--- src/hdl/polygon_radial_expand_core_defines.svh ---
// ----------------------------------------------------------------------------
// Assertion macros for the radial expand core
// Clocked on clock, held off during reset.
// ----------------------------------------------------------------------------
`ifndef POLYGON_RADIAL_EXPAND_CORE_DEFINES_SVH
`define POLYGON_RADIAL_EXPAND_CORE_DEFINES_SVH

// same-cycle implication
`define PRE_ASSERT_NOW(label, ante, cons, msg) \
   label: assert property (@(posedge clock) disable iff (reset) (ante) |-> (cons)) \
      else $error(msg);

// next-cycle implication
`define PRE_ASSERT_NEXT(label, ante, cons, msg) \
   label: assert property (@(posedge clock) disable iff (reset) (ante) |=> (cons)) \
      else $error(msg);

`endif

--- src/hdl/pre_pkg.sv ---
`timescale 1ns / 1ps
// ----------------------------------------------------------------------------
// pre_pkg
// Shared types and fixed widths of the radial expand core.
// ----------------------------------------------------------------------------
package pre_pkg;

   localparam int COORD_W = 16;
   localparam int CSR_W   = 17;
   localparam int SUM_W   = 23;
   localparam int CNT_W   = 7;

   typedef struct packed {
      logic signed [COORD_W-1:0] point_x;
      logic signed [COORD_W-1:0] point_y;
      logic                      last_point;
   } req_type;

   typedef struct packed {
      logic signed [COORD_W-1:0] moved_x;
      logic signed [COORD_W-1:0] moved_y;
      logic                      final_vertex;
      logic                      overflow;
   } rsp_type;

   typedef struct packed {
      logic signed [COORD_W-1:0] y;
      logic signed [COORD_W-1:0] x;
   } vertex_type;

   typedef struct packed {
      logic                      bank;
      logic [CNT_W-1:0]          count;
      logic signed [SUM_W-1:0]   sum_x;
      logic signed [SUM_W-1:0]   sum_y;
      logic                      dropped;
   } job_type;

endpackage

--- src/hdl/pre_front.sv ---
`timescale 1ns / 1ps
// ----------------------------------------------------------------------------
// pre_front
// Takes vertices, writes them to the current store bank, keeps running sums
// and hands a finished contour to the job queue.
// ----------------------------------------------------------------------------
module pre_front #(
   parameter int MAX_VERTICES = 64,
   parameter int IDX_W        = 6
) (
   input  logic                  clock,
   input  logic                  reset,
   input  logic                  push,
   output logic                  full,
   input  pre_pkg::req_type      req_data,
   output logic                  job_push,
   output pre_pkg::job_type      job_data,
   input  logic                  job_full,
   output logic                  mem_we,
   output logic [IDX_W:0]        mem_addr,
   output pre_pkg::vertex_type   mem_data
);

   logic                              bank_ff;
   logic [pre_pkg::CNT_W-1:0]         cnt_ff, cnt_in;
   logic signed [pre_pkg::SUM_W-1:0]  sum_x_ff, sum_x_in;
   logic signed [pre_pkg::SUM_W-1:0]  sum_y_ff, sum_y_in;
   logic                              drop_ff, drop_in;
   logic                              accept;
   logic                              room;

   assign full   = job_full;
   assign accept = push && !job_full;
   assign room   = cnt_ff != pre_pkg::CNT_W'(MAX_VERTICES);

   assign mem_we     = accept && room;
   assign mem_addr   = {bank_ff, cnt_ff[IDX_W-1:0]};
   assign mem_data.x = req_data.point_x;
   assign mem_data.y = req_data.point_y;

   always_comb begin
      cnt_in   = cnt_ff;
      sum_x_in = sum_x_ff;
      sum_y_in = sum_y_ff;
      drop_in  = drop_ff;
      if (room) begin
         cnt_in   = cnt_ff + 1'b1;
         sum_x_in = sum_x_ff + pre_pkg::SUM_W'(req_data.point_x);
         sum_y_in = sum_y_ff + pre_pkg::SUM_W'(req_data.point_y);
      end else begin
         drop_in = 1'b1;
      end
   end

   assign job_push         = accept && req_data.last_point;
   assign job_data.bank    = bank_ff;
   assign job_data.count   = cnt_in;
   assign job_data.sum_x   = sum_x_in;
   assign job_data.sum_y   = sum_y_in;
   assign job_data.dropped = drop_in;

   always_ff @(posedge clock) begin
      if (reset) begin
         bank_ff  <= 1'b0;
         cnt_ff   <= '0;
         sum_x_ff <= '0;
         sum_y_ff <= '0;
         drop_ff  <= 1'b0;
      end else if (accept) begin
         if (req_data.last_point) begin
            // contour closed: start afresh in the other bank
            bank_ff  <= !bank_ff;
            cnt_ff   <= '0;
            sum_x_ff <= '0;
            sum_y_ff <= '0;
            drop_ff  <= 1'b0;
         end else begin
            cnt_ff   <= cnt_in;
            sum_x_ff <= sum_x_in;
            sum_y_ff <= sum_y_in;
            drop_ff  <= drop_in;
         end
      end
   end

endmodule

--- config.mk ---
export PLATFORM = sky130hd
export DESIGN_NAME = pre_front
export DESIGN_NICKNAME = d
export VERILOG_FILES = /design/src/hdl/polygon_radial_expand_core_defines.svh /design/src/hdl/pre_pkg.sv /design/src/hdl/pre_front.sv
export SDC_FILE = /design/constraint.sdc
export NUM_CORES = 1
export LEC_CHECK = 0
export ABC_AREA = 1
export BUFFER_PORTS_ARGS = -buffer_cell sky130_fd_sc_hd__buf_2
export CORE_AREA = 4 4 113 115
export CTS_BUF_LIST = sky130_fd_sc_hd__clkbuf_8
export CTS_CLUSTER_SIZE = 40
export DETAILED_ROUTE_END_ITERATION = 10
export DIE_AREA = 0 0 117 119
export PLACE_DENSITY = 0.81
export SLEW_MARGIN = 20
export SYNTH_ARGS = -nofsm -noshare
export SYNTH_HDL_FRONTEND = slang
export SYNTH_SLANG_ARGS = --single-unit
--- constraint.sdc ---
create_clock -name clock -period 3.32 [get_ports clock]
set_clock_uncertainty 0.15 [all_clocks]
set_input_delay 0.498 -clock clock [delete_from_list [all_inputs] [get_ports clock]]
set_output_delay 0.498 -clock clock [all_outputs]
set_load 0.01 [all_outputs]
### Word-level counts from Yosys, hierarchy flattened

Index checks and enable logic that the tools add are counted.

| storage, ports and cells | value |
|---|---|
| input port bits | 37 |
| register bits | 55 |

| operators by class | value |
|---|---|
| reduce and logical (&&, ||, !) cells | 6 |
| muxes and demuxes | 8 |
| add/sub/neg operators | 3 |
| equality and inequality tests | 1 |

Operators by type and width:

| kind | number |
|---|---|
| 23-bit 2-to-1 mux | 4 |
| 23-bit by 16-bit adder with 23-bit output | 2 |
| 7-bit 2-to-1 mux | 2 |
| 7-bit by 1-bit adder with 7-bit output, second input constant | 1 |
| 7-bit != test, second input constant | 1 |
| 1-bit logical AND | 3 |
| 1-bit zero test | 2 |
| 1-bit 2-to-1 mux | 2 |
| 2-bit AND reduction | 1 |

### Longest topological paths before layout

| logic depth | value |
|---|---|
| depth in word-level cells | 3 |
| depth in mapped cells | 14 |
| gate-level depth less buffers | 14 |

### Least setup slack after synthesis

OpenSTA, ideal clock, no wires.

| timing path | value |
|---|---|
| kind | input port to output port |
| from | in req_data[1] (netlist bit) |
| to | out job_data[23] (netlist bit) |
| required time | 2.672 ns |
| buffers on the path | 0 |
| slack | 0.761 ns |
| arrival | 1.911 ns |
| stages on the path | 11 |
| cell sequence | ha_1 fa_1 nand3_2 nand3_2 nand2_1 nand2_1 nand2_1 nand3_1 nand2_1 nand3_2 and2_1 |

RTL lines:

| element | RTL line | text |
|---|---|---|
| from (decl) | pre_front.sv:15 | `input pre_pkg::req_type req_data,` |
| to (decl) | pre_front.sv:17 | `output pre_pkg::job_type job_data,` |

==> implementation parameters <==
Parameter                              Value

GRT
  Global-route wire length before repair ... 27.35 mm
  Global route overflow ... 0
  Most utilized layer in the global route result ... met2
  Met2 track demand over resource in global routing ... 37.62%
  Largest net degree at the start of global routing ... 56
  All-Layer GR Usage ... 23.72%
  Initial antenna violation count ... 0
  M3 GR Usage ... 4.624%
  Via count of the first global-routing pass ... 5931
  Global routing usage on met1 ... 33.21%

Clocking
  # H-tree levels ... 2
  Worst skew pair latency ... 340 ps
  Clock tree buffer depth ... 2
  Worst-path clk slew ... 110 ps
  Number of sinks driven by the clock tree ... 55
  CTS tree ... done
  Number of buffers added for setup after CTS ... 0
  Number of buffers created by CTS ... 5
  Hold-fix buffers, CTS ... 0
  CTS Root Buffer Type ... clkbuf_8
  Resized cells post-CTS ... 0

Critical path
  Setup CP Type ... reg -> out
  Reg2reg start ... cnt_ff[0]
  Kind of start point of the critical path ... flip-flop
  Endpoint class of the critical path ... output pin
  Worst endpoint required time ... 2670 ps
  Worst setup startpoint ... sum_x_ff[0]
  CP max FO ... 4
  Critical Path AT ... 2420 ps

Synth
  Largest cells by area after synthesis ... nand2_1 (24%), dfxtp_1 (17%), ha_1 (9.0%), inv_1 (8.4%), a21oi_1 (5.9%)
  Post-synthesis async set-or-reset flop share ... 0%
  Count of cell types in the netlist ... 41
  Synthesized area per cell ... 5.883 µm²
  Net Count, Synth ... 1176
  Area share of the leading cell type in the synthesized netlist ... 23.80%
  Most repeated cell in the gate-level netlist after synthesis ... nand2_1
  Number of enable flip-flop cells after synthesis ... 0
  Dominant synthesized flop cell ... dfxtp_1
  Gate Count Post-Synth ... 1091
  Post-synthesis sequential area ratio ... 17.15%
  Warnings, synthesis ... 0
  Top cell types by occurrence after synthesis ... nand2_1 (407), inv_1 (144), a21oi_1 (76)
  Count of state elements after synthesis ... 55
  Area leader, netlist ... nand2_1
  Cell Area, Synth ... 6419 µm²

Pwr
  Share of total power in the clock network ... 26.6%
  Switching share of power ... 37.26%
  Sequential share of power ... 37.9%
  Combinational fraction of design power ... 35.4%
  Total power density per cell area ... 264.9 nW/µm²
  IR Drop Worst-Case VDD ... 170.1 µV
  Leakage dissipation ... 3.881 nW
  P_sw ... 686.1 µW
  Cell-internal power ... 1.155 mW

Timing
  Worst hold slack ... 312.2 ps
  Max-slew headroom at the worst pin ... 56.61%
  Setup repair after global routing missed its margin ... no
  Max Fclk ... 326.1 MHz
  Number of pins with negative max-slew slack in the final report ... 0
  Ratio of final minimum period to clock period ... 92.37%
  Hold violation count in the final report ... 0
  Setup-failing EPs final ... 0
  Transition at the pin with the smallest max-transition slack ... 650.9 ps
  Sum Neg Setup Slack ... 0 ps
  Time the final worst path needs with I/O delays and setup ... 3067 ps

Routing
  Ratio of routed vias to standard cells ... 5.065
  Number of design rule violations left after detail routing ... 0
  Wire length after detailed routing ... 16.27 mm
  Number of optimization iterations in the first detailed-route pass ... 6
  DR WL/cell ... 12.37 µm
  Remaining antenna violation count after routing ... 0
  Starting DRC count in detailed routing ... 435
  DR vias ... 6661

Worst hold path
  Worst hold path class ... in -> reg
  Worst hold path startpoint ... job_full

Floorplan
  Die extent in y ... 119 µm
  Rows ... 40
  Top-level I/O count ... 134
  Initial core utilization ... 54.34%
  Die area ... 13920 µm²
  Chip Width ... 117 µm
  Area of the placeable core ... 11810 µm²

Layout
  Area growth syn-to-layout ... 8.285%
  Antenna diode instance count ... 0
  Proportion of layout cells with a drive suffix above 1 ... 19.26%
  Fill cells ... 1205
  Layout Nets ... 1252

Placement
  Number of input and output port buffers inserted ... 133
  Detailed Place HPWL ... 12.51 mm
  Final GP Congestion ... 0.9426

Outcome
  Run status ... complete, no violations

Run
  MaxCap Viol Count ... 0
layout by cell type, fill, tap and decap left out, drive strengths merged:
cell type / Yosys / layout
bufinv: 0 / 1
dfxtp: 55 / 55
nand3: 89 / 89
nand3b: 10 / 10
nand4: 9 / 9
clkbuf: 12 / 5
o211ai: 1 / 1
a21oi: 82 / 82
inv: 155 / 155
nor2: 66 / 66
xnor2: 7 / 7
nor3: 5 / 5
buf: 56 / 137
nor4: 1 / 1
o21a: 1 / 1
fa: 2 / 2
nand2: 427 / 427
mux2i: 2 / 2
and2: 15 / 15
o21bai: 4 / 4
xor2: 5 / 5
or2: 16 / 16
clkinv: 1 / 3
ha: 46 / 46
o21ai: 18 / 18
a31oi: 3 / 3
o22ai: 3 / 3
power groups by stage:
| stage | registers (mW) | clock network [mW] | logic, mW |
|---|---|---|---|
| floorplan | 0.709 | 0 | 0.478 |
| global placement | 0.713 | 0 | 0.644 |
| detailed placement | 0.713 | 0 | 0.650 |
| CTS | 0.698 | 0.508 | 0.654 |
| global route | 0.702 | 0.536 | 0.735 |
| finish | 0.698 | 0.490 | 0.652 |
metrics by stage:
stage	area (µm²)	power, mW	worst slack [ps]	util (%)	instances
2_1_floorplan	6419	1.187	760.5	-	1091
3_3_place_gp	6832	1.357	373.0	57.84	1307
3_5_place_dp	6832	1.363	334.5	57.84	1307
4_1_cts	6948	1.860	246.4	58.82	1315
5_1_grt	6950	1.973	42.52	58.85	1315
6_report	6950	1.841	253.4	58.85	1315
worst paths after layout:
path / endpoint / slack [ps] / cells past startpoint
max: job_data[46] / 250 / 12
min: drop_ff / 310 / 4
max reg2reg: cnt_ff[2] / 1030 / 10
min reg2reg: sum_y_ff[10] / 340 / 2
layer usage:
metal  part of all wire, %  vias up
li1                      -     3525
met1                    47     2921
met2                    45      199
met3                   7.0       16
met4                   1.0        0
met5                     0        -
layout make-up:
type                            instances  area [µm²]  share of cell area [%]
Inverter                              156       588.1                   8.461
Clock buffer                            5       68.82                  0.9901
Multi-Input combinational cell        812        4263                   61.33
Clock inverter                          3       47.55                  0.6841
Tap cell                              147       183.9                   2.646
Sequential cell                        55        1101                   15.84
Timing Repair Buffer                  137       698.2                   10.05
registers in the layout, summed over array words and instances (netlist names):
register,count
sum_y_ff,23
bank_ff,1
sum_x_ff,23
drop_ff,1
cnt_ff,7
kinds of logic after synthesis:
kind of cell	count (synthesis)	synth area share, %
xor gates and xnor gates	12	1.637
muxes	2	0.3119
buffers and inverters	224	16.55
and+or+nand+nor	638	44.70
AOI/OAI and AO/OA	112	10.06
adders and majority gates	48	9.591
DFF	55	17.15
worst max-delay path, cell delays in order (launching register included):
cell	delay, ps
dfxtp_1	340
ha_1	220
fa_1	440
nand3_1	120
nand3_2	130
nand2_1	110
nand2_1	110
nand2_1	100
nand3_1	80
nand2_1	70
nand3_1	80
and2_1	150
buf_2	130
No activity file was read; power rests on OpenSTA's default activity.
