$ cat src/hdl/polygon_radial_expand_core_defines.svh
// ----------------------------------------------------------------------------
// Assertion macros for the radial expand core
// Clocked on clock, held off during reset.
// ----------------------------------------------------------------------------
`ifndef POLYGON_RADIAL_EXPAND_CORE_DEFINES_SVH
`define POLYGON_RADIAL_EXPAND_CORE_DEFINES_SVH

// same-cycle implication
`define PRE_ASSERT_NOW(label, ante, cons, msg) \
   label: assert property (@(posedge clock) disable iff (reset) (ante) |-> (cons)) \
      else $error(msg);

// next-cycle implication
`define PRE_ASSERT_NEXT(label, ante, cons, msg) \
   label: assert property (@(posedge clock) disable iff (reset) (ante) |=> (cons)) \
      else $error(msg);

`endif

$ cat src/hdl/pre_pkg.sv
`timescale 1ns / 1ps
// ----------------------------------------------------------------------------
// pre_pkg
// Shared types and fixed widths of the radial expand core.
// ----------------------------------------------------------------------------
package pre_pkg;

   localparam int COORD_W = 16;
   localparam int CSR_W   = 17;
   localparam int SUM_W   = 23;
   localparam int CNT_W   = 7;

   typedef struct packed {
      logic signed [COORD_W-1:0] point_x;
      logic signed [COORD_W-1:0] point_y;
      logic                      last_point;
   } req_type;

   typedef struct packed {
      logic signed [COORD_W-1:0] moved_x;
      logic signed [COORD_W-1:0] moved_y;
      logic                      final_vertex;
      logic                      overflow;
   } rsp_type;

   typedef struct packed {
      logic signed [COORD_W-1:0] y;
      logic signed [COORD_W-1:0] x;
   } vertex_type;

   typedef struct packed {
      logic                      bank;
      logic [CNT_W-1:0]          count;
      logic signed [SUM_W-1:0]   sum_x;
      logic signed [SUM_W-1:0]   sum_y;
      logic                      dropped;
   } job_type;

endpackage

$ cat src/hdl/pre_job_fifo.sv
`timescale 1ns / 1ps
// ----------------------------------------------------------------------------
// pre_job_fifo
// Two-entry queue of closed contours; the head stays until its run is done,
// so an entry also marks its store bank as busy.
// ----------------------------------------------------------------------------
module pre_job_fifo (
   input  logic              clock,
   input  logic              reset,
   input  logic              push,
   input  pre_pkg::job_type  push_data,
   output logic              full,
   input  logic              pop,
   output pre_pkg::job_type  head,
   output logic              empty
);

   pre_pkg::job_type  entry_ff [0:1];
   logic              wr_ptr_ff;
   logic              rd_ptr_ff;
   logic [1:0]        count_ff;

   assign full  = count_ff == 2'd2;
   assign empty = count_ff == 2'd0;
   assign head  = entry_ff[rd_ptr_ff];

   always_ff @(posedge clock) begin
      if (push) begin
         entry_ff[wr_ptr_ff] <= push_data;
      end
   end

   always_ff @(posedge clock) begin
      if (reset) begin
         wr_ptr_ff <= 1'b0;
         rd_ptr_ff <= 1'b0;
         count_ff  <= 2'd0;
      end else begin
         if (push) begin
            wr_ptr_ff <= !wr_ptr_ff;
         end
         if (pop) begin
            rd_ptr_ff <= !rd_ptr_ff;
         end
         if (push && !pop) begin
            count_ff <= count_ff + 2'd1;
         end else if (pop && !push) begin
            count_ff <= count_ff - 2'd1;
         end
      end
   end

endmodule

$ cat config.mk
export PLATFORM = sky130hd
export DESIGN_NAME = pre_job_fifo
export DESIGN_NICKNAME = d
export VERILOG_FILES = /design/src/hdl/polygon_radial_expand_core_defines.svh /design/src/hdl/pre_pkg.sv /design/src/hdl/pre_job_fifo.sv
export SDC_FILE = /design/constraint.sdc
export NUM_CORES = 1
export LEC_CHECK = 0
export BUFFER_PORTS_ARGS = -buffer_cell sky130_fd_sc_hd__buf_2
export CORE_UTILIZATION = 50
export CTS_BUF_LIST = sky130_fd_sc_hd__clkbuf_2 sky130_fd_sc_hd__clkbuf_4 sky130_fd_sc_hd__clkbuf_8
export DETAILED_ROUTE_END_ITERATION = 10
export PLACE_DENSITY = 0.84
export SLEW_MARGIN = 25
export SYNTH_ARGS = -nofsm -noshare
export SYNTH_HDL_FRONTEND = slang
export SYNTH_SLANG_ARGS = --single-unit
$ cat constraint.sdc
create_clock -name clock -period 4.2 [get_ports clock]
set_input_delay 0.21 -clock clock [delete_from_list [all_inputs] [get_ports clock]]
set_output_delay 0.21 -clock clock [all_outputs]
set_load 0.02 [all_outputs]
[After elaboration in Yosys (flattened, before gate mapping)]
Memories as Yosys holds them, arrays and structs flattened. A register that Yosys moved wholly into a read port is not among the register bits.
Index checks and enable logic that the tools add are counted.
Cells by class
  eq/ne operators: 1
  reduce and logical (&&, ||, !) cells: 8
  order comparisons: 0
  multiplexer cells: 6
  multipliers: 0
  add/subtract/negate cells: 2
  divide/modulo/power cells: 0
  shift operators: 0
  bitwise gates (word level): 0
Operators by type and width (number)
  zero test 1 bit: 4
  two-way mux 1 bit: 4
  two-way mux 2 bit: 2
  adder 2 x 1 -> 2 bit, second input constant: 1
  == test 2 bit, second input constant: 1
  logical AND 1 bit: 2
  zero test 2 bit: 1
  nonzero test 2 bit: 1
  subtractor 2 x 1 -> 2 bit, second input constant: 1
Word-level totals
  word-level logic and storage cells: 21
  register bits after elaboration: 4
  bits in writable memories: 110
  bits in read-only memories: 0
  latch bits: 0
  memories kept: 1
  input port bits: 59
  output and inout port bits: 57
Memory list
  entry_ff: depth 2, bits a word 55, rd ports 1, clocked after Yosys merged registers in 1, wr ports 1, line pre_job_fifo.sv:18  | pre_pkg::job_type entry_ff [0:1];

[Depth between registers and ports, before layout]
Gate-level depths: netlist of the first run.
  depth after elaboration: 4
  gate-level depth with buffers: 5
  gate-level depth less buffers: 5

[Least setup slack after synthesis of the first run]
No wires, ideal clock.
  kind: register to register
  start point: register wr_ptr_ff
  end point: memory entry_ff[0][0] (netlist name), enable pin
  cell stages (with the launch flop): 2
  clock period less this slack: 3.252 ns
  data required time: 3.725 ns
  arrival time: 2.778 ns
  path slack: 0.948 ns
  cells stage by stage: dfxtp_1 nor2b_1
RTL lines
  start, declared: line pre_job_fifo.sv:19  | logic wr_ptr_ff;
  start signal, assigned: line pre_job_fifo.sv:40  | wr_ptr_ff <= !wr_ptr_ff;
  end, declared: line pre_job_fifo.sv:18
Straight into the memory's write port.

==> flow_metrics.tcl, run 1 <==
set metrics [dict create \
    grt_start_max_net_pins 35 \
    syn_area_um2 4190 \
    syn_avg_cell_area_um2 21.7 \
    area_growth_pct 38.9 \
    totalWireLength_um 7740 \
    p_per_area_nw_per_um2 474 \
    power.leakage_nw 2.24 \
    cp_cell_sequence "buf_4, mux2_2, buf_2" \
    intPower_mw 2.14 \
    cts_buffers 17 \
    period_share 0.584 \
    yosysWarnings 0 \
    synth_cell_types 16 \
    vias 2373 \
    dr.pass1.iters 5 \
    seq_power_share 0.495 \
    setup_slack_ns 1.75 \
    drc_errors 0 \
    yosys.cell_count.top_type "edfxtp_1" \
    diodes 0 \
    setup_viol 0 \
    routabilityCongestion 0.683 \
    ys_ff_latch 115 \
    cp.required_ns 3.99 \
    maxCapViolations 0 \
    die_w_um 93.6 \
    start_util 0.513 \
    finalSetupTns_ns 0 \
    worstHoldPathCells 2 \
    r2r_start "wr_ptr_ff$_SDFFE_PP0P_" \
    critPathCaptureType "output pin" \
    slowest_delay_ns 0.84 \
    r2r-end "entry_ff[1][24]$_DFFE_PP_" \
    core_area_um2 8180 \
    portBuffers 115 \
    hpwl_um 4450 \
    ios 116 \
    fillCellCount 544 \
    die_h_um 93.6 \
    status "completed" \
    cp_slowest_cell "dfxtp_2" \
    grt_usage 0.186 \
    placed_area_um2 4870 \
    syn-num-nets 253 \
    min-delay-start "reset" \
    clock_latency_ns 0.40 \
    pre_cts_ws_ns 2.12 \
    grt_pass1_wl_um 11600 \
    cts_max_level 4 \
    hold_violations 0 \
    grt_overflow 0 \
    wire_per_inst_um 15.6 \
    sw_frac_of_total 0.227 \
    skew_ns 0.0102 \
    clockBufferDepth 2 \
    post_cts_buffers 0 \
    worst-path-buf-inv 2 \
    drtIter0Drc 111 \
    tightest_slew_ns 0.784 \
    clkSlewWorstSetupHoldPaths_ns 0.06 \
    synth_cells 193 \
    clockRootBuffer "clkbuf_8" \
    hold_path_class "input port to flop" \
    min_to "count_ff[1]$_SDFFE_PP0P_" \
    crit_fanout 33 \
    synth_edf_count 110 \
    p_clk_frac 0.379 \
    yosysSeqAreaShare 0.811 \
    r2r_setup_slack_ns 2.37 \
    vias_per_cell 4.79 \
    crit_arrival_ns 2.24 \
    synthTopCellsByCount "110 x edfxtp_1, 55 x mux2_2, 5 x buf_6, 5 x dfxtp_1, 5 x nor2_1" \
    synth.area.top_cells "edfxtp_1 79%, mux2_2 15%, dfxtp_1 2.4%, buf_6 1.3%, nor2_1 0.45%" \
    p_switching_mw 0.627 \
    reg2reg_depth 2 \
    drv_slew 0 \
    cts_tree "done" \
    postRouteAntennaNets 0 \
    synthArstFlopShare 0 \
    synth_ff_type "edfxtp_1" \
    final_area_um2 5830 \
    yosys.area.top_type "edfxtp_1" \
    min_period_ns 2.45 \
    crit_type "flop to output pin" \
    ir_drop_mv 0.391 \
    die-area_um2 8760 \
    rsz0062_at_grt "false" \
    layout.nets 439 \
    drive_gt1_frac 0.526 \
    cts_sinks 115 \
    combPwrFrac 0.127 \
    max_slew_margin 0.477 \
    fp-row-count 33 \
    grt_pass1_vias 2520 \
    fmax_mhz 408 \
    antenna_found_initial 0 \
    cp_top_family "flip-flops" \
    start_kind "flop" \
    yosysTopAreaCellShare 0.788 \
]
[worst max-delay path by stage]
stage | slack (ns) | endpoint | cells after the start | from
6_report | 1.75 | head[14] | 3 | flop
5_1_grt | 1.60 | head[14] | 3 | flop
4_1_cts | 1.67 | head[14] | 3 | flop
3_5_place_dp | 2.12 | head[14] | 3 | flop
3_3_place_gp | 2.14 | head[10] | 3 | flop
2_1_floorplan | 0.95 | entry_ff[0][0]$_DFFE_PP_ | 1 | wr_ptr_ff$_SDFFE_PP0P_
[state kept, by name, summed over array words and instances (netlist names), named ones only]
signal     cells
rd_ptr_ff      1
wr_ptr_ff      1
count_ff       2
entry_ff     110
[cell families (layout without fill, tap and decap cells)]
kind of cell | count (synthesis) | count (layout) | share of synthesized area
AND/OR/NAND/NOR | 9 | 9 | 0.0110
buffers and inverters | 7 | 204 | 0.0161
adder cells (fa/ha/maj) | 1 | 1 | 0.00298
XOR/XNOR | 4 | 4 | 0.00835
multiplexers | 55 | 55 | 0.148
flip-flops | 115 | 115 | 0.811
AO/OA/AOI/OAI | 2 | 2 | 0.00238
[what timing repair did]
item                      4_1_cts  5_1_grt
hold buffers                   55        0
resized for setup               0        0
hold endpoints to repair      110        0
[power groups by stage]
stage / Sequential (mW) / Combinational [mW] / Clock (mW)
2_1_floorplan: 1.38 / 0.216 / 0
3_5_place_dp: 1.39 / 0.310 / 0
6_report: 1.37 / 0.350 / 1.05
5_1_grt: 1.37 / 0.375 / 1.11
3_3_place_gp: 1.39 / 0.304 / 0
4_1_cts: 1.37 / 0.352 / 1.07
[worst register-to-register path, stage by stage, from the launching register on]
cell and delay, ns:
dfxtp_1 0.41, and2_2 0.54, buf_4 0.52
[metrics by stage]
step / hold slack (ns) / util / std cells / power (mW)
after floorplan: 0.279 / - / 193 / 1.59
after global placement: 0.398 / 0.596 / 410 / 1.69
after detailed placement: 0.401 / 0.596 / 410 / 1.70
after CTS: 0.00570 / 0.713 / 495 / 2.79
after global routing: 0.0299 / 0.713 / 495 / 2.86
final: 0.0466 / 0.713 / 495 / 2.76
[cell type report]
cell class              instances  area, um^2  area share
clock buffers                  18         241      0.0414
clock inverters                12         165      0.0283
inverters                       1        3.75    0.000644
multi-input cells              71         732       0.126
flip-flops and latches        115        3400       0.584
well taps                     105         131      0.0225
repair buffers                173        1150       0.197
[layer usage]
layer	share of wire	vias to the layer above	track usage
met1	0.40	1154	0.206
li1	-	1128	-
met2	0.54	85	0.322
met3	0.051	6	0.0634
met5	0	-	0
met4	0.0084	0	0.0846
[placed cells by master (no fill, tap or decap), types with 2 or more instances in the layout]
master and instances:
dfxtp_1 4, xor2_1 2, buf_4 3, edfxtp_1 110, nor2_1 5, dlygate4sd3_1 55
clkbuf_8 17, clkinv_2 3, bufinv_16 4, clkinv_1 2, mux2_2 55, clkinvlp_4 3
buf_2 115, xnor2_1 2
Note: power is estimated with default switching activity, not from simulation.
==> run 2: changes to the inputs <==
--- a/config.mk
+++ b/config.mk
@@ -6,7 +6,7 @@
 export NUM_CORES = 1
 export LEC_CHECK = 0
 export BUFFER_PORTS_ARGS = -buffer_cell sky130_fd_sc_hd__buf_2
-export CORE_UTILIZATION = 50
+export CORE_UTILIZATION = 48
 export CTS_BUF_LIST = sky130_fd_sc_hd__clkbuf_2 sky130_fd_sc_hd__clkbuf_4 sky130_fd_sc_hd__clkbuf_8
 export DETAILED_ROUTE_END_ITERATION = 10
 export PLACE_DENSITY = 0.84
==> constraint.sdc (replaced) <==
create_clock -name clock -period 2.1 [get_ports clock]
set_input_delay 0.105 -clock clock [delete_from_list [all_inputs] [get_ports clock]]
set_output_delay 0.105 -clock clock [all_outputs]
set_load 0.02 [all_outputs]
==> flow_metrics.tcl, run 2 (same netlist as run 1, synthesis figures left out) <==
set metrics [dict create \
    cts_buffers 17 \
    fillCellCount 527 \
    vias 2453 \
    final_area_um2 5950 \
    cp_slowest_cell "mux2_2" \
    crit_fanout 29 \
    routabilityCongestion 0.645 \
    antenna_found_initial 0 \
    cts_sinks 115 \
    ios 116 \
    grt_usage 0.181 \
    fmax_mhz 570 \
    max_slew_margin 0.645 \
    tightest_slew_ns 0.531 \
    dp.cells 413 \
    totalWireLength_um 7830 \
    setup_slack_ns 0.344 \
    drc_errors 0 \
    ctsResizeCount 0 \
    reg_top3 "entry_ff (110), count_ff (2)" \
    setup_viol 0 \
    regMostFlops "entry_ff" \
    postRouteAntennaNets 0 \
    post_cts_buffers 0 \
    critPathCaptureType "output pin" \
    slowest_delay_ns 0.40 \
    core_area_um2 8340 \
    finalPower_mw 5.72 \
    period_share 0.836 \
    min_period_ns 1.76 \
    drtIter0Drc 91 \
    worstHoldPathCells 2 \
    holdWs_ns 0.415 \
    grt_start_max_net_pins 35 \
    reg2reg_depth 2 \
    wire_per_inst_um 15.6 \
    clockRootBuffer "clkbuf_8" \
    cts_tree "done" \
    clock_latency_ns 0.41 \
    placed_area_um2 4920 \
    rsz0062_at_grt "false" \
    maxCapViolations 0 \
    status "completed" \
    diodes 0 \
    clockBufferDepth 2 \
    power.leakage_nw 2.29 \
    die-area_um2 9120 \
    vias_per_cell 4.88 \
    clkSlewWorstSetupHoldPaths_ns 0.08 \
    final_cell_mix "115 x buf_2, 110 x edfxtp_1, 58 x dlygate4sd3_1" \
    die_h_um 95.5 \
    ir_drop_mv 0.592 \
    start_util 0.503 \
    final-instance-count-excl-fill 503 \
    drive_gt1_frac 0.533 \
    hold_violations 0 \
    crit_arrival_ns 1.65 \
    finalSetupTns_ns 0 \
    mostFrequentLayoutCell "buf_2" \
    die_w_um 95.5 \
    cts_max_level 4 \
    pre_cts_ws_ns 0.703 \
    cp_cell_sequence "buf_4, mux2_2, buf_2" \
    portBuffers 115 \
    grt_overflow 0 \
    grt_pass1_vias 2548 \
    fin_util 0.713 \
    area_growth_pct 41.9 \
    largest_reg_flops 110 \
    cp.required_ns 2.00 \
    layout.nets 445 \
    crit_type "flop to output pin" \
    hpwl_um 4590 \
    drv_slew 0 \
    grt_pass1_wl_um 11800 \
    dr.pass1.iters 4 \
    start_kind "flop" \
    fp-row-count 33 \
    p_per_area_nw_per_um2 961 \
    hold_path_class "input port to flop" \
    skew_ns 0.00959 \
]
run 2: cell count changes in the layout (fill, tap and decap cells not counted), sizes merged:
cell,previous run,this run
clkinvlp,3,4
buf,118,121
inv,1,2
clkbuf,18,21
dlygate4sd3,55,58
clkinv,5,2
run 2: path summary, 6_finish.rpt:
path / startpoint / end / slack (ns)
min reg2reg: count_ff[1]$_SDFFE_PP0P_ / count_ff[1]$_SDFFE_PP0P_ / 0.51
min: push_data[23] / entry_ff[1][23]$_DFFE_PP_ / 0.42
max: flop / head[1] / 0.34
max reg2reg: wr_ptr_ff$_SDFFE_PP0P_ / entry_ff[0][26]$_DFFE_PP_ / 0.71
run 2: layout make-up:
class / instances / area [um^2] / area share
flip-flops and latches: 115 / 3400 / 0.572
repair buffers: 179 / 1230 / 0.206
multi-input cells: 71 / 732 / 0.123
clock buffers: 21 / 277 / 0.0465
clock inverters: 11 / 176 / 0.0296
well taps: 105 / 131 / 0.0221
inverters: 1 / 3.75 / 0.000631
run 2: metal layers:
metal,share of wire,wire [um],GRT usage,vias to the layer above
met3,0.049,381,0.0518,9
met2,0.54,4260,0.335,91
met1,0.40,3120,0.185,1201
met4,0.0089,70,0.0858,0
li1,-,-,-,1152
met5,0,0,0,-
run 2: critical path, delay by kind of cell, from the launching register on:
| kind | cells | cell delay, ns |
|---|---|---|
| buffers and inverters | 2 | 0.50 |
| multiplexers | 1 | 0.40 |
| flip-flops | 1 | 0.32 |
run 2: power breakdown:
| part | leakage, nW | total [mW] | internal (mW) | switching [mW] |
|---|---|---|---|---|
| clock network | 0.216 | 2.26 | 1.39 | 0.870 |
| registers | 1.07 | 2.71 | 2.67 | 0.0394 |
| logic | 0.998 | 0.746 | 0.343 | 0.403 |
run 2: timing repair:
action	in CTS	in global routing
hold buffers	58	0
setup endpoints to repair	0	0
endpoints found under the hold margin	115	0
==> run 3: changes to the inputs <==
--- a/config.mk
+++ b/config.mk
@@ -5,11 +5,12 @@
 export SDC_FILE = /design/constraint.sdc
 export NUM_CORES = 1
 export LEC_CHECK = 0
+export ABC_AREA = 1
 export BUFFER_PORTS_ARGS = -buffer_cell sky130_fd_sc_hd__buf_2
-export CORE_UTILIZATION = 48
+export CORE_UTILIZATION = 50
 export CTS_BUF_LIST = sky130_fd_sc_hd__clkbuf_2 sky130_fd_sc_hd__clkbuf_4 sky130_fd_sc_hd__clkbuf_8
 export DETAILED_ROUTE_END_ITERATION = 10
-export PLACE_DENSITY = 0.84
+export PLACE_DENSITY = 0.83
 export SLEW_MARGIN = 25
 export SYNTH_ARGS = -nofsm -noshare
 export SYNTH_HDL_FRONTEND = slang
==> constraint.sdc (replaced) <==
create_clock -name clock -period 1.85 [get_ports clock]
set_input_delay 0.0925 -clock clock [delete_from_list [all_inputs] [get_ports clock]]
set_output_delay 0.0925 -clock clock [all_outputs]
set_load 0.02 [all_outputs]
==> flow_metrics.tcl, run 3 <==
set metrics [dict create \
    yosys.cell_count.top_type "edfxtp_1" \
    p_per_area_nw_per_um2 982 \
    portBuffers 115 \
    cp.required_ns 1.76 \
    maxCapViolations 0 \
    grt_busiest_layer "met2" \
    ios 116 \
    vias_per_cell 4.74 \
    grt_use_met3 0.0640 \
    final_area_um2 6070 \
    totalWireLength_um 7710 \
    reg_top3 "entry_ff (110), count_ff (2)" \
    synth_cell_types 16 \
    r2r_setup_slack_ns 0.55 \
    diodes 0 \
    min_period_ns 1.76 \
    placed_area_um2 5110 \
    grt_overflow 0 \
    mostFrequentLayoutCell "buf_2" \
    fmax_mhz 570 \
    vias 2450 \
    grt_pass1_wl_um 10900 \
    min-delay-start "push_data[5]" \
    dr.pass1.iters 4 \
    hold_violations 0 \
    layout.nets 456 \
    hold_path_class "input port to flop" \
    yosysSeqAreaShare 0.765 \
    clockBufferDepth 2 \
    yosysWarnings 0 \
    rsz0062_at_grt "false" \
    worstHoldPathCells 2 \
    start_util 0.513 \
    cts_max_level 4 \
    ys_ff_latch 115 \
    syn-num-nets 264 \
    regMostFlops "entry_ff" \
    power.leakage_nw 2.45 \
    die_h_um 96.3 \
    fillCellCount 572 \
    drc_errors 0 \
    grt_start_max_net_pins 56 \
    clockRootBuffer "clkbuf_8" \
    synth_edf_count 110 \
    die_w_um 96.3 \
    critPathCaptureType "output pin" \
    cts_buffers 17 \
    status "completed" \
    yosysTopAreaCellShare 0.743 \
    drive_gt1_frac 0.506 \
    start_kind "flop" \
    setup_viol 0 \
    crit_type "flop to output pin" \
    skew_ns 0.00795 \
    drtIter0Drc 144 \
    routabilityCongestion 0.641 \
    grt_usage 0.169 \
    die-area_um2 9280 \
    synth_cells 204 \
    clock_latency_ns 0.41 \
    clkSlewWorstSetupHoldPaths_ns 0.07 \
    fp-row-count 34 \
    final_cell_mix "115 x buf_2, 110 x edfxtp_1, 59 x dlygate4sd3_1" \
    max_slew_margin 0.679 \
    met1_usage 0.179 \
    core_area_um2 8680 \
    largest_reg_flops 110 \
    reg2reg_depth 3 \
    synthArstFlopShare 0 \
    cts_tree "done" \
    postRouteAntennaNets 0 \
    grt_util_met2 0.297 \
    syn_area_um2 4450 \
    finalSetupTns_ns 0 \
    crit_fanout 55 \
    antenna_found_initial 0 \
    syn_avg_cell_area_um2 21.8 \
    min_to "entry_ff[1][5]$_DFFE_PP_" \
    yosys.area.top_type "edfxtp_1" \
    drv_slew 0 \
    r2r-end "entry_ff[1][45]$_DFFE_PP_" \
    crit_arrival_ns 1.66 \
    tightest_slew_ns 0.482 \
    period_share 0.949 \
    synth_ff_type "edfxtp_1" \
    ir_drop_mv 0.582 \
    hpwl_um 4410 \
    wire_per_inst_um 14.9 \
    area_growth_pct 36.4 \
    cts_sinks 115 \
    r2r_start "wr_ptr_ff$_SDFFE_PP0P_" \
    grt_pass1_vias 2459 \
    synth.area.top_cells "edfxtp_1 74%, mux2_4 17%, buf_12 2.3%, dfxtp_1 2.3%, mux2_2 1.3%" \
    synthTopCellsByCount "110 x edfxtp_1, 50 x mux2_4, 9 x inv_1" \
]
## run 3: cell types whose count changed after synthesis, moves of 2 or more
cell and delta:
mux2_2 -50, xor2_1 -2, mux2_4 +50, inv_1 +8, buf_6 -4, nor2_1 +2, buf_12 +5, nand2_1 +5
## run 3: layout make-up
type / instances / area [um^2] / share of cell area
Sequential cell: 115 / 3410 / 0.562
Tap cell: 108 / 135 / 0.0223
Timing Repair Buffer: 179 / 1220 / 0.202
Clock buffer: 18 / 241 / 0.0398
Clock inverter: 14 / 115 / 0.0190
Multi-Input combinational cell: 74 / 907 / 0.150
Inverter: 9 / 37.5 / 0.00619
## run 3: cell families after synthesis
group,count (synthesis),synth area share
compound gates,2,0.00225
xor+xnor,1,0.00197
fa+ha+maj,1,0.00281
buf+inv,15,0.0326
flops,115,0.765
mux,55,0.181
simple gates,15,0.0138
## run 3: how the worst max path moves through the flow
stage                            from                       end  slack [ns]  cells after the start
6_report                         flop                  head[47]        0.09                      3
5_1_grt                          flop                  head[47]        0.01                      3
2_1_floorplan  wr_ptr_ff$_SDFFE_PP0P_  entry_ff[1][0]$_DFFE_PP_        0.24                      2
4_1_cts                          flop                  head[51]        0.05                      3
3_3_place_gp                     flop                  head[51]        0.51                      3
3_5_place_dp                     flop                  head[51]        0.51                      3
## run 3: where the power goes
part           internal, mW  total (mW)  switching, mW
clock                  1.06        2.02          0.962
sequential             3.01        3.05         0.0414
combinational         0.437       0.881          0.445
total                  4.51        5.96           1.45
## run 3: timing repair
item,in CTS,in global routing
endpoints found under the hold margin,114,0
endpoints found under the setup margin,0,1
hold buffers,59,0
setup buffers,0,0
resized for setup,0,1
## run 3: critical path, cell delays in order (launching register included)
cell	delay (ns)
dfxtp_4	0.36
buf_16	0.33
mux2_2	0.38
buf_2	0.16
## run 3: routing by layer
layer | vias up | part of all wire
li1 | 1170 | -
met1 | 1187 | 0.39
met2 | 87 | 0.55
met3 | 6 | 0.051
met4 | 0 | 0.0093
met5 | - | 0
## run 3: metrics by stage
stage | utilization | cells | power, mW | setup WS [ns] | hold slack [ns]
2_1_floorplan | - | 204 | 3.67 | 0.237 | 0.165
3_3_place_gp | 0.589 | 426 | 3.87 | 0.510 | 0.281
3_5_place_dp | 0.589 | 426 | 3.89 | 0.509 | 0.284
4_1_cts | 0.698 | 517 | 6.01 | 0.0463 | 0.361
5_1_grt | 0.699 | 517 | 6.19 | 0.0109 | 0.378
6_report | 0.699 | 517 | 5.96 | 0.0948 | 0.406
